## config.mk

```make
export PLATFORM = sky130hd
export DESIGN_NAME = dual_cpu_memory_map_decoder
export DESIGN_NICKNAME = d
export VERILOG_FILES = /design/src/hdl/dcmm_pkg.sv /design/src/hdl/dcmm_front.sv /design/src/hdl/dcmm_req_q.sv /design/src/hdl/dcmm_back.sv /design/src/hdl/dual_cpu_memory_map_decoder.sv
export VERILOG_INCLUDE_DIRS = /design/src /design/src/hdl
export SDC_FILE = /design/constraint.sdc
export NUM_CORES = 1
export LEC_CHECK = 0
export ABC_AREA = 1
export ABC_CLOCK_PERIOD_IN_PS = 6300
export BUFFER_PORTS_ARGS = -buffer_cell sky130_fd_sc_hd__buf_4
export CORE_MARGIN = 2
export CORE_UTILIZATION = 40
export CTS_CLUSTER_DIAMETER = 120
export DETAILED_ROUTE_END_ITERATION = 12
export GPL_ROUTABILITY_DRIVEN = 0
export GPL_TIMING_DRIVEN = 0
export PLACE_DENSITY_LB_ADDON = 0.12
export SLEW_MARGIN = 10
export SYNTH_ARGS = -nofsm -noshare
export SYNTH_HDL_FRONTEND = slang
export SYNTH_SLANG_ARGS = --single-unit
export TNS_END_PERCENT = 20
```

## constraint.sdc

```tcl
create_clock -name clk -period 6.3 [get_ports clk]
set_clock_uncertainty 0.15 [all_clocks]
set_input_delay 0 -clock clk [delete_from_list [all_inputs] [get_ports clk]]
set_output_delay 0 -clock clk [all_outputs]
set_load 0.02 [all_outputs]
```

## src/hdl/dual_cpu_memory_map_decoder_macros.svh

```systemverilog
// ----------------------------------------------------------------------------
// Assertion macros for the dual processor memory map decoder
// Concurrent checks sampled on clk, disabled while rst_n is low.
// ----------------------------------------------------------------------------
`ifndef DUAL_CPU_MEMORY_MAP_DECODER_MACROS_SVH
`define DUAL_CPU_MEMORY_MAP_DECODER_MACROS_SVH

// antecedent implies consequent in the same cycle
`define DCMM_ASSERT_NOW(lbl, ante, cons, msg) \
  lbl: assert property (@(posedge clk) disable iff (!rst_n) (ante) |-> (cons)) \
    else $error(msg);

// antecedent implies consequent in the next cycle
`define DCMM_ASSERT_NEXT(lbl, ante, cons, msg) \
  lbl: assert property (@(posedge clk) disable iff (!rst_n) (ante) |=> (cons)) \
    else $error(msg);

`endif

```

## src/hdl/dcmm_pkg.sv

```systemverilog
// ----------------------------------------------------------------------------
// dcmm_pkg
// Types, codes and decode functions shared by the memory map decoder.
// ----------------------------------------------------------------------------
package dcmm_pkg;

  localparam logic [4:0] TGT_NONE    = 5'd0;
  localparam logic [4:0] TGT_BOOT2   = 5'd1;
  localparam logic [4:0] TGT_BOOT1   = 5'd2;
  localparam logic [4:0] TGT_RAM     = 5'd3;
  localparam logic [4:0] TGT_HALF0   = 5'd4;
  localparam logic [4:0] TGT_HALF1   = 5'd5;
  localparam logic [4:0] TGT_PRIV    = 5'd6;
  localparam logic [4:0] TGT_VIDMEM  = 5'd7;
  localparam logic [4:0] TGT_PAL     = 5'd8;
  localparam logic [4:0] TGT_SPRITE  = 5'd9;
  localparam logic [4:0] TGT_VIDIO   = 5'd10;
  localparam logic [4:0] TGT_KEYPAD  = 5'd11;
  localparam logic [4:0] TGT_IPC     = 5'd12;
  localparam logic [4:0] TGT_IPCFIFO = 5'd13;
  localparam logic [4:0] TGT_IRQ     = 5'd14;
  localparam logic [4:0] TGT_SHARE   = 5'd15;
  localparam logic [4:0] TGT_VRSTAT  = 5'd16;
  localparam logic [4:0] TGT_MATH    = 5'd17;

  localparam logic [2:0] ERR_NONE    = 3'd0;
  localparam logic [2:0] ERR_INVALID = 3'd1;
  localparam logic [2:0] ERR_CART    = 3'd2;
  localparam logic [2:0] ERR_IO      = 3'd3;
  localparam logic [2:0] ERR_ROMWR   = 3'd4;

  localparam logic [1:0] SZ_BYTE = 2'd0;
  localparam logic [1:0] SZ_HALF = 2'd1;
  localparam logic [1:0] SZ_WORD = 2'd2;

  localparam logic [31:0] ADDR_SHARE    = 32'h0400_0247;
  localparam logic [31:0] ADDR_FIFO_RD  = 32'h0410_0000;
  localparam logic [31:0] ADDR_FIFO_WR  = 32'h0400_0188;
  localparam logic [31:0] ADDR_PRIV_LO  = 32'h0380_0000;

  typedef struct packed {
    logic        cpu;
    logic        wr;
    logic [1:0]  sz;
    logic [31:0] addr;
    logic [31:0] wd;
    logic [31:0] data;
    logic        io;
    logic        fifo;
    logic [1:0]  cnt_m1;
  } req_t;

  typedef struct packed {
    logic [4:0]  target;
    logic [23:0] offset;
    logic [1:0]  width;
    logic [31:0] data;
    logic [2:0]  error_kind;
    logic        last;
  } res_t;

  function automatic logic in_rng(input logic [31:0] a, input logic [31:0] lo,
                                  input logic [31:0] hi);
    in_rng = (a >= lo) && (a <= hi);
  endfunction

  function automatic logic [4:0] io_unit(input logic cpu, input logic wr,
                                         input logic [31:0] a);
    logic keypad;
    logic ipc;
    logic irq;
    logic math;
    logic [4:0] u;
    keypad = wr ? in_rng(a, 32'h0400_0132, 32'h0400_0133)
                : in_rng(a, 32'h0400_0130, 32'h0400_0133);
    ipc  = (a == 32'h0400_0180) || (a == 32'h0400_0181) ||
           (a == 32'h0400_0184) || (a == 32'h0400_0185);
    irq  = in_rng(a, 32'h0400_0208, 32'h0400_020B) ||
           in_rng(a, 32'h0400_0210, 32'h0400_0217);
    math = (a == 32'h0400_0280) || (a == 32'h0400_0281) ||
           in_rng(a, 32'h0400_0290, 32'h0400_02BF);
    u = TGT_NONE;
    if (!cpu) begin
      priority if (in_rng(a, 32'h0400_0004, 32'h0400_0007)) u = TGT_VIDIO;
      else if (keypad)                                     u = TGT_KEYPAD;
      else if (ipc)                                        u = TGT_IPC;
      else if (irq)                                        u = TGT_IRQ;
      else if (!wr && a == 32'h0400_0240)                  u = TGT_VRSTAT;
      else if (!wr && a == 32'h0400_0241)                  u = TGT_SHARE;
      else                                                 u = TGT_NONE;
    end else begin
      priority if (in_rng(a, 32'h0400_0000, 32'h0400_0058)) u = TGT_VIDIO;
      else if (wr && in_rng(a, 32'h0400_0240, 32'h0400_0249) && a != ADDR_SHARE)
        u = TGT_VIDIO;
      else if (keypad)          u = TGT_KEYPAD;
      else if (ipc)             u = TGT_IPC;
      else if (irq)             u = TGT_IRQ;
      else if (a == ADDR_SHARE) u = TGT_SHARE;
      else if (math)            u = TGT_MATH;
      else                      u = TGT_NONE;
    end
    io_unit = u;
  endfunction

  // decode of every page other than I/O
  function automatic res_t mem_decode(input logic cpu, input logic wr,
                                      input logic [1:0] sz, input logic [31:0] addr,
                                      input logic [31:0] data, input logic [1:0] share);
    res_t r;
    logic half;
    r.target     = TGT_NONE;
    r.offset     = '0;
    r.width      = sz;
    r.data       = data;
    r.error_kind = ERR_NONE;
    r.last       = 1'b1;
    half         = addr[14];
    if (!cpu) begin
      unique case (addr[31:24])
        8'h00: begin
          if (wr) begin
            r.error_kind = (addr <= 32'h3FFF) ? ERR_ROMWR : ERR_INVALID;
          end else if (addr <= 32'h3FFF) begin
            r.target = TGT_BOOT2;
            r.offset = addr[23:0];
          end
        end
        8'h02: begin
          r.target = TGT_RAM;
          r.offset = {2'b00, addr[21:0]};
        end
        8'h03: begin
          if (share == 2'd0 || addr >= ADDR_PRIV_LO) begin
            r.target = TGT_PRIV;
            r.offset = {8'h00, addr[15:0]};
          end else begin
            unique case (share)
              2'd1:    r.target = TGT_HALF0;
              2'd2:    r.target = TGT_HALF1;
              default: r.target = half ? TGT_HALF1 : TGT_HALF0;
            endcase
            r.offset = {10'h000, addr[13:0]};
          end
        end
        8'h06: begin
          r.target = TGT_VIDMEM;
          r.offset = addr[23:0];
        end
        default: r.error_kind = ERR_INVALID;
      endcase
    end else begin
      unique case (addr[31:24])
        8'h00, 8'h01: r.target = TGT_NONE;
        8'h02: begin
          r.target = TGT_RAM;
          r.offset = {2'b00, addr[21:0]};
        end
        8'h03: begin
          if (share != 2'd3) begin
            unique case (share)
              2'd0:    r.target = half ? TGT_HALF1 : TGT_HALF0;
              2'd1:    r.target = TGT_HALF1;
              default: r.target = TGT_HALF0;
            endcase
            r.offset = {10'h000, addr[13:0]};
          end
        end
        8'h05: begin
          r.target = TGT_PAL;
          r.offset = {13'h0000, addr[10:0]};
        end
        8'h06: begin
          r.target = TGT_VIDMEM;
          r.offset = addr[23:0];
        end
        8'h07: begin
          r.target = TGT_SPRITE;
          r.offset = {13'h0000, addr[10:0]};
        end
        8'h08, 8'h09, 8'h0A: r.error_kind = ERR_CART;
        8'hFF: begin
          if (wr) begin
            r.error_kind = ERR_ROMWR;
          end else if (addr[15:0] <= 16'h7FFF) begin
            r.target = TGT_BOOT1;
            r.offset = {9'h000, addr[14:0]};
          end
        end
        default: r.error_kind = ERR_INVALID;
      endcase
    end
    mem_decode = r;
  endfunction

endpackage

```

## src/hdl/dcmm_front.sv

```systemverilog
// ----------------------------------------------------------------------------
// dcmm_front
// Aligns an incoming request and classifies it: I/O page, IPC FIFO word,
// number of byte results.
// ----------------------------------------------------------------------------
module dcmm_front (
  input  logic           in_cpu,
  input  logic           in_mode,
  input  logic [1:0]     in_size,
  input  logic [31:0]    in_address,
  input  logic [31:0]    in_write_data,
  output dcmm_pkg::req_t req
);

  logic [1:0]  sz;
  logic [31:0] addr;
  logic        io;
  logic        fifo;

  always_comb begin
    sz   = in_size[1] ? dcmm_pkg::SZ_WORD : in_size;
    addr = in_address;
    unique case (sz)
      dcmm_pkg::SZ_WORD: addr[1:0] = 2'b00;
      dcmm_pkg::SZ_HALF: addr[0]   = 1'b0;
      default:           addr      = in_address;
    endcase
    io   = (addr[31:24] == 8'h04);
    fifo = io && (sz == dcmm_pkg::SZ_WORD) &&
           ((!in_mode && addr == dcmm_pkg::ADDR_FIFO_RD) ||
            (in_mode && addr == dcmm_pkg::ADDR_FIFO_WR));

    req.cpu  = in_cpu;
    req.wr   = in_mode;
    req.sz   = sz;
    req.addr = addr;
    req.wd   = in_write_data;
    req.io   = io;
    req.fifo = fifo;
    if (!in_mode) begin
      req.data = '0;
    end else begin
      unique case (sz)
        dcmm_pkg::SZ_BYTE: req.data = {24'h000000, in_write_data[7:0]};
        dcmm_pkg::SZ_HALF: req.data = {16'h0000, in_write_data[15:0]};
        default:           req.data = in_write_data;
      endcase
    end
    if (io && !fifo) begin
      unique case (sz)
        dcmm_pkg::SZ_BYTE: req.cnt_m1 = 2'd0;
        dcmm_pkg::SZ_HALF: req.cnt_m1 = 2'd1;
        default:           req.cnt_m1 = 2'd3;
      endcase
    end else begin
      req.cnt_m1 = 2'd0;
    end
  end

endmodule

```

## src/hdl/dcmm_req_q.sv

```systemverilog
// ----------------------------------------------------------------------------
// dcmm_req_q
// Two-entry request queue between the front and back ends.
// ----------------------------------------------------------------------------
module dcmm_req_q (
  input  logic           clk,
  input  logic           rst_n,
  input  logic           wr_en,
  input  dcmm_pkg::req_t wr_req,
  output logic           full,
  input  logic           rd_en,
  output logic           rd_valid,
  output dcmm_pkg::req_t rd_req
);

  dcmm_pkg::req_t mem_r [2];
  logic       wp_r, wp_nxt;
  logic       rp_r, rp_nxt;
  logic [1:0] cnt_r, cnt_nxt;
  logic       do_wr;
  logic       do_rd;

  assign full     = (cnt_r == 2'd2);
  assign rd_valid = (cnt_r != 2'd0);
  assign rd_req   = mem_r[rp_r];
  assign do_wr    = wr_en && !full;
  assign do_rd    = rd_en && rd_valid;

  always_comb begin
    wp_nxt  = do_wr ? ~wp_r : wp_r;
    rp_nxt  = do_rd ? ~rp_r : rp_r;
    cnt_nxt = cnt_r + {1'b0, do_wr} - {1'b0, do_rd};
  end

  always_ff @(posedge clk) begin
    if (!rst_n) begin
      wp_r  <= 1'b0;
      rp_r  <= 1'b0;
      cnt_r <= 2'd0;
    end else begin
      wp_r  <= wp_nxt;
      rp_r  <= rp_nxt;
      cnt_r <= cnt_nxt;
    end
  end

  always_ff @(posedge clk) begin
    if (do_wr) begin
      mem_r[wp_r] <= wr_req;
    end
  end

endmodule

```

## src/hdl/dcmm_back.sv

```systemverilog
// ----------------------------------------------------------------------------
// dcmm_back
// Decodes queued requests into results, one per cycle while the result queue
// has space, holds the sharing register and a two-entry result queue.
// ----------------------------------------------------------------------------
`include "dual_cpu_memory_map_decoder_macros.svh"

module dcmm_back (
  input  logic           clk,
  input  logic           rst_n,
  input  logic           rq_valid,
  input  dcmm_pkg::req_t rq_head,
  output logic           rq_pop,
  input  logic           pop,
  output logic           empty,
  output dcmm_pkg::res_t res_head
);

  logic [1:0]     share_r, share_nxt;
  logic [1:0]     idx_r, idx_nxt;
  logic [31:0]    a;
  logic [4:0]     unit;
  logic [7:0]     byte_d;
  dcmm_pkg::res_t res;
  logic           produce;
  logic           share_we;

  dcmm_pkg::res_t oq_r [2];
  logic           wp_r, wp_nxt;
  logic           rp_r, rp_nxt;
  logic [1:0]     cnt_r, cnt_nxt;
  logic           oq_pop;
  logic           oq_space;

  assign empty    = (cnt_r == 2'd0);
  assign res_head = oq_r[rp_r];
  assign oq_pop   = pop && !empty;
  assign oq_space = (cnt_r != 2'd2) || oq_pop;

  always_comb begin
    a      = {rq_head.addr[31:2], rq_head.addr[1:0] | idx_r};
    unit   = dcmm_pkg::io_unit(rq_head.cpu, rq_head.wr, a);
    byte_d = rq_head.wd[{idx_r, 3'b000} +: 8];
    if (!rq_head.io) begin
      res = dcmm_pkg::mem_decode(rq_head.cpu, rq_head.wr, rq_head.sz, rq_head.addr,
                                 rq_head.data, share_r);
    end else if (rq_head.fifo) begin
      res.target     = dcmm_pkg::TGT_IPCFIFO;
      res.offset     = rq_head.addr[23:0];
      res.width      = dcmm_pkg::SZ_WORD;
      res.data       = rq_head.data;
      res.error_kind = dcmm_pkg::ERR_NONE;
      res.last       = 1'b1;
    end else begin
      res.target = unit;
      res.offset = a[23:0];
      res.width  = dcmm_pkg::SZ_BYTE;
      if (rq_head.wr) begin
        res.data = {24'h000000, byte_d};
      end else if (unit == dcmm_pkg::TGT_SHARE) begin
        res.data = {30'h00000000, share_r};
      end else begin
        res.data = '0;
      end
      res.error_kind = (unit == dcmm_pkg::TGT_NONE) ? dcmm_pkg::ERR_IO : dcmm_pkg::ERR_NONE;
      res.last       = (idx_r == rq_head.cnt_m1);
    end

    produce  = rq_valid && oq_space;
    rq_pop   = produce && res.last;
    share_we = produce && rq_head.io && !rq_head.fifo && rq_head.wr &&
               (unit == dcmm_pkg::TGT_SHARE);

    share_nxt = share_we ? byte_d[1:0] : share_r;
    if (rq_pop) begin
      idx_nxt = 2'd0;
    end else if (produce) begin
      idx_nxt = idx_r + 2'd1;
    end else begin
      idx_nxt = idx_r;
    end

    wp_nxt  = produce ? ~wp_r : wp_r;
    rp_nxt  = oq_pop ? ~rp_r : rp_r;
    cnt_nxt = cnt_r + {1'b0, produce} - {1'b0, oq_pop};
  end

  always_ff @(posedge clk) begin
    if (!rst_n) begin
      share_r <= 2'd0;
      idx_r   <= 2'd0;
      wp_r    <= 1'b0;
      rp_r    <= 1'b0;
      cnt_r   <= 2'd0;
    end else begin
      share_r <= share_nxt;
      idx_r   <= idx_nxt;
      wp_r    <= wp_nxt;
      rp_r    <= rp_nxt;
      cnt_r   <= cnt_nxt;
    end
  end

  always_ff @(posedge clk) begin
    if (produce) begin
      oq_r[wp_r] <= res;
    end
  end

  `DCMM_ASSERT_NOW(a_oq_bound, 1'b1, cnt_r != 2'd3, "result queue overfilled")
  `DCMM_ASSERT_NOW(a_idx_bound, rq_valid, idx_r <= rq_head.cnt_m1, "byte index past request")
  `DCMM_ASSERT_NEXT(a_share_src, !share_we, $stable(share_r), "sharing changed without write")
  `DCMM_ASSERT_NOW(a_pop_last, rq_pop, produce && res.last, "request retired early")

endmodule

```

## src/hdl/dual_cpu_memory_map_decoder.sv

```systemverilog
// ----------------------------------------------------------------------------
// dual_cpu_memory_map_decoder
// Decodes bus requests from two processors into target, offset and error.
// ----------------------------------------------------------------------------
// Takes one request per cycle while the request queue is not full. Memory
// pages give one result, I/O page halfword and word requests give two or
// four byte results (the IPC FIFO word gives one); the back end emits one
// result per cycle while its result queue has space, so such a request holds
// the back end while a two-entry request queue keeps taking requests. Each
// request is registered in the request queue, its result in the result queue.
// Main core writes set the sharing register in request order; reset clears it.
// ----------------------------------------------------------------------------
module dual_cpu_memory_map_decoder (
  input  logic        clk,
  input  logic        rst_n,
  input  logic        push,
  output logic        full,
  input  logic        in_cpu,
  input  logic        in_mode,
  input  logic [1:0]  in_size,
  input  logic [31:0] in_address,
  input  logic [31:0] in_write_data,
  output logic        empty,
  input  logic        pop,
  output logic [4:0]  out_target,
  output logic [23:0] out_offset,
  output logic [1:0]  out_width,
  output logic [31:0] out_data,
  output logic [2:0]  out_error_kind,
  output logic        out_last
);

  dcmm_pkg::req_t front_req;
  dcmm_pkg::req_t rq_head;
  dcmm_pkg::res_t res_head;
  logic           rq_valid;
  logic           rq_pop;

  dcmm_front u_front (
    .in_cpu        (in_cpu),
    .in_mode       (in_mode),
    .in_size       (in_size),
    .in_address    (in_address),
    .in_write_data (in_write_data),
    .req           (front_req)
  );

  dcmm_req_q u_req_q (
    .clk      (clk),
    .rst_n    (rst_n),
    .wr_en    (push),
    .wr_req   (front_req),
    .full     (full),
    .rd_en    (rq_pop),
    .rd_valid (rq_valid),
    .rd_req   (rq_head)
  );

  dcmm_back u_back (
    .clk      (clk),
    .rst_n    (rst_n),
    .rq_valid (rq_valid),
    .rq_head  (rq_head),
    .rq_pop   (rq_pop),
    .pop      (pop),
    .empty    (empty),
    .res_head (res_head)
  );

  assign out_target     = res_head.target;
  assign out_offset     = res_head.offset;
  assign out_width      = res_head.width;
  assign out_data       = res_head.data;
  assign out_error_kind = res_head.error_kind;
  assign out_last       = res_head.last;

endmodule

```

==> metrics.txt <==
status=finished, final reports clean; Clock Tree Root=clkbuf_16; Via density=4.990; DIE AREA=0.04183 mm²; I/O pins=141; DP Wirelength=29.43 mm; Mapped Cells=1,441; nets@finish=1,786; GRT Total Usage=19.82%; total grt overflow=0; share of flip-flops with an asynchronous set or reset=0%; Tot Pwr=9437 µW; met3 usage=3.198%; global-route wire length before repair=62.48 mm; reg-to-reg critical path endpoint=u_back.oq_r[1][55]$_DFFE_PP_; Sink Count=356; initial antenna violation count=0; top cells by count, synth=edfxtp_1, nand2_1, nor2_1; CP arrival=3.76 ns; Worst Hold End=u_req_q.mem_r[1][97]$_DFFE_PP_; GRT Max-Usage Layer=met2; RSZ-0062 raised after global routing=no; Period Utilization, post-route=58.73%; critical path peak fanout=10; Finished Layout Cells=2,259; Area Growth Syn to Fin=24.86%; leakage=0.007990 µW; Fillers=3,622; top cells by area, synth=edfxtp_1, nand2_1, mux2_2; CP Launch Type=flip-flop; syn nets=1,521; synthesized cell area=0.01608 mm²; CTS-repair resized insts=0; final hold viol count=0; peak supply drop=173.0 µV; number of synthesized flops with an enable pin=342; drt pass-1 iters=5; reg-to-reg slack, setup=2.60 ns; Rel. slew slack=12.99%; maximum buffer depth of the clock tree=3; grt met2 use=30.19%; register bit total from synthesis=356; H-tree depth=2; dpl cell area=0.01815 mm²; via count of the first global-routing pass=10,740; Worst-Skew Late Latency=0.53 ns; hold crit path type=in2reg; Setup-failing EPs final=0; R2R depth=9; WL final=41.47 mm; Antenna diodes=0; top_reg_cell synth=edfxtp_1; hold_buf cts=71; cell total after placement=2,120; Worst setup EP type=flip-flop; Max Clk Rate=270.3 MHz; Post-Route Setup TNS=0 ns; Placeable Area=0.03973 mm²; CTS clk-pin slew, worst paths=0.06 ns; WP data required=6.36 ns; Pins Over Slew Limit=0; hold_sp=in_address[29]; drt drc=0; Final WS setup=2.600 ns; top-count cell post-synth=edfxtp_1; top cell type by total area after synthesis=edfxtp_1; Num CTS Buffers=38; share of cells above drive strength 1=20.93%; post-CTS setup repair buffer count=0; Chip Width=204.5 µm; register area share after synthesis=65.60%; library cells used by synthesis=53; Die Height=204.5 µm; CTS tree=built; PD cells=469.9 mW/mm²; synthesized area per cell=11.16 µm²; First DRT Iteration DRCs=738; Initial Util=40.48%; Min-Delay Path Depth=2; Yosys top cell area share=63.86%; final instance area=0.02008 mm²; Post-Place Worst Slack=2.588 ns; DRT antenna net count=0; WL/cell=18.36 µm; measured slew at the worst slew-check pin=1.272 ns; max-cap viol count=0; WS Path Type=reg2reg; # rows=73; post-route minimum period=3.700 ns; largest net degree at the start of global routing=28; Synth warnings=0; met1 GRT Util=29.54%; IO Port Bufs=140; via count=11,270
-- cells by family (layout without fill, tap and decap cells) --
family | Yosys count | count (layout) | share of synthesized area (%)
multiplexers | 73 | 73 | 5.065
AND/OR/NAND/NOR | 623 | 623 | 17.03
XOR/XNOR | 5 | 5 | 0.2723
flip-flops | 356 | 356 | 65.60
adder cells (fa/ha/maj) | 8 | 8 | 0.6224
buffers and inverters | 212 | 505 | 5.625
AO/OA/AOI/OAI | 164 | 164 | 5.788
-- power by group --
part / total (µW) / switching [µW] / internal (µW)
clock: 2210 / 909 / 1300
combinational: 3710 / 2450 / 1260
sequential: 3520 / 128 / 3390
total: 9440 / 3490 / 5950
-- through the flow --
stage	utilization, %	hold WS [ns]
after global placement	44.78	0.03773
after global routing	50.54	0.03974
after floorplan	-	-0.05113
after detailed placement	45.67	0.04502
after CTS	50.54	0.02390
final	50.54	0.04898
-- state kept, by name, indices dropped and copies added (netlist names), named ones only --
register,flops
u_req_q.rp_r,1
u_req_q.wp_r,1
u_back.idx_r,2
u_back.rp_r,1
u_req_q.cnt_r,2
u_back.oq_r,134
u_req_q.mem_r,208
u_back.share_r,2
u_back.cnt_r,2
u_back.wp_r,1
-- how the worst max path moves through the flow --
stage                                      startpoint                        endpoint  slack (ns)  cells after the start
final                                       flip-flop    u_back.oq_r[1][55]$_DFFE_PP_        2.60                      9
after global routing                        flip-flop     u_req_q.cnt_r[1]$_SDFF_PN0_        2.40                     15
after global placement    u_req_q.cnt_r[1]$_SDFF_PN0_  u_req_q.mem_r[1][17]$_DFFE_PP_       -2.45                      3
after CTS                                   flip-flop    u_back.oq_r[0][55]$_DFFE_PP_        2.59                      9
after floorplan           u_req_q.cnt_r[1]$_SDFF_PN0_   u_req_q.mem_r[1][0]$_DFFE_PP_        0.72                      3
after detailed placement                    flip-flop    u_back.oq_r[1][55]$_DFFE_PP_        2.59                      9
-- worst max-delay path, stage by stage (launching register included) --
cell	delay (ns)
dfxtp_1	0.34
buf_6	0.17
buf_12	0.16
buf_8	0.14
buf_2	0.19
o21ai_0	0.26
buf_2	0.35
clkinv_1	0.36
a211oi_1	0.97
nor2_1	0.27
-- routing by layer --
layer	wire [µm]	vias up
met1	20170	5412
met5	0	-
met3	2319	49
met4	793	0
li1	-	5476
met2	18190	336
-- layout make-up --
type                    instances  area [µm²]  area share (%)
well taps                     525       656.9           3.271
repair buffers                225        2087           10.39
clock buffers                  46        1002           4.991
multi-input cells             873        4658           23.20
flip-flops and latches        356       10550           52.54
plain buffers                  48       289.0           1.439
inverters                     164       615.6           3.065
clock inverters                22       222.7           1.109
-- layout by cell type (no fill, tap or decap), drive strengths merged, types with 2 or more instances in the layout --
cell type	count
ha	8
nand3	43
o22ai	15
inv	162
a211oi	3
a21oi	45
bufinv	4
a31oi	4
nor3	19
or2	2
clkinv	18
mux2i	6
nor2	175
dfxtp	14
mux2	67
clkinvlp	2
o21ai	78
buf	171
nand4	25
nand2	350
o31ai	2
clkbuf	77
o211ai	2
edfxtp	342
xor2	5
a22oi	3
dlygate4sd3	71
nor4	6
o221ai	5
Power figures use the tool's default switching activity.
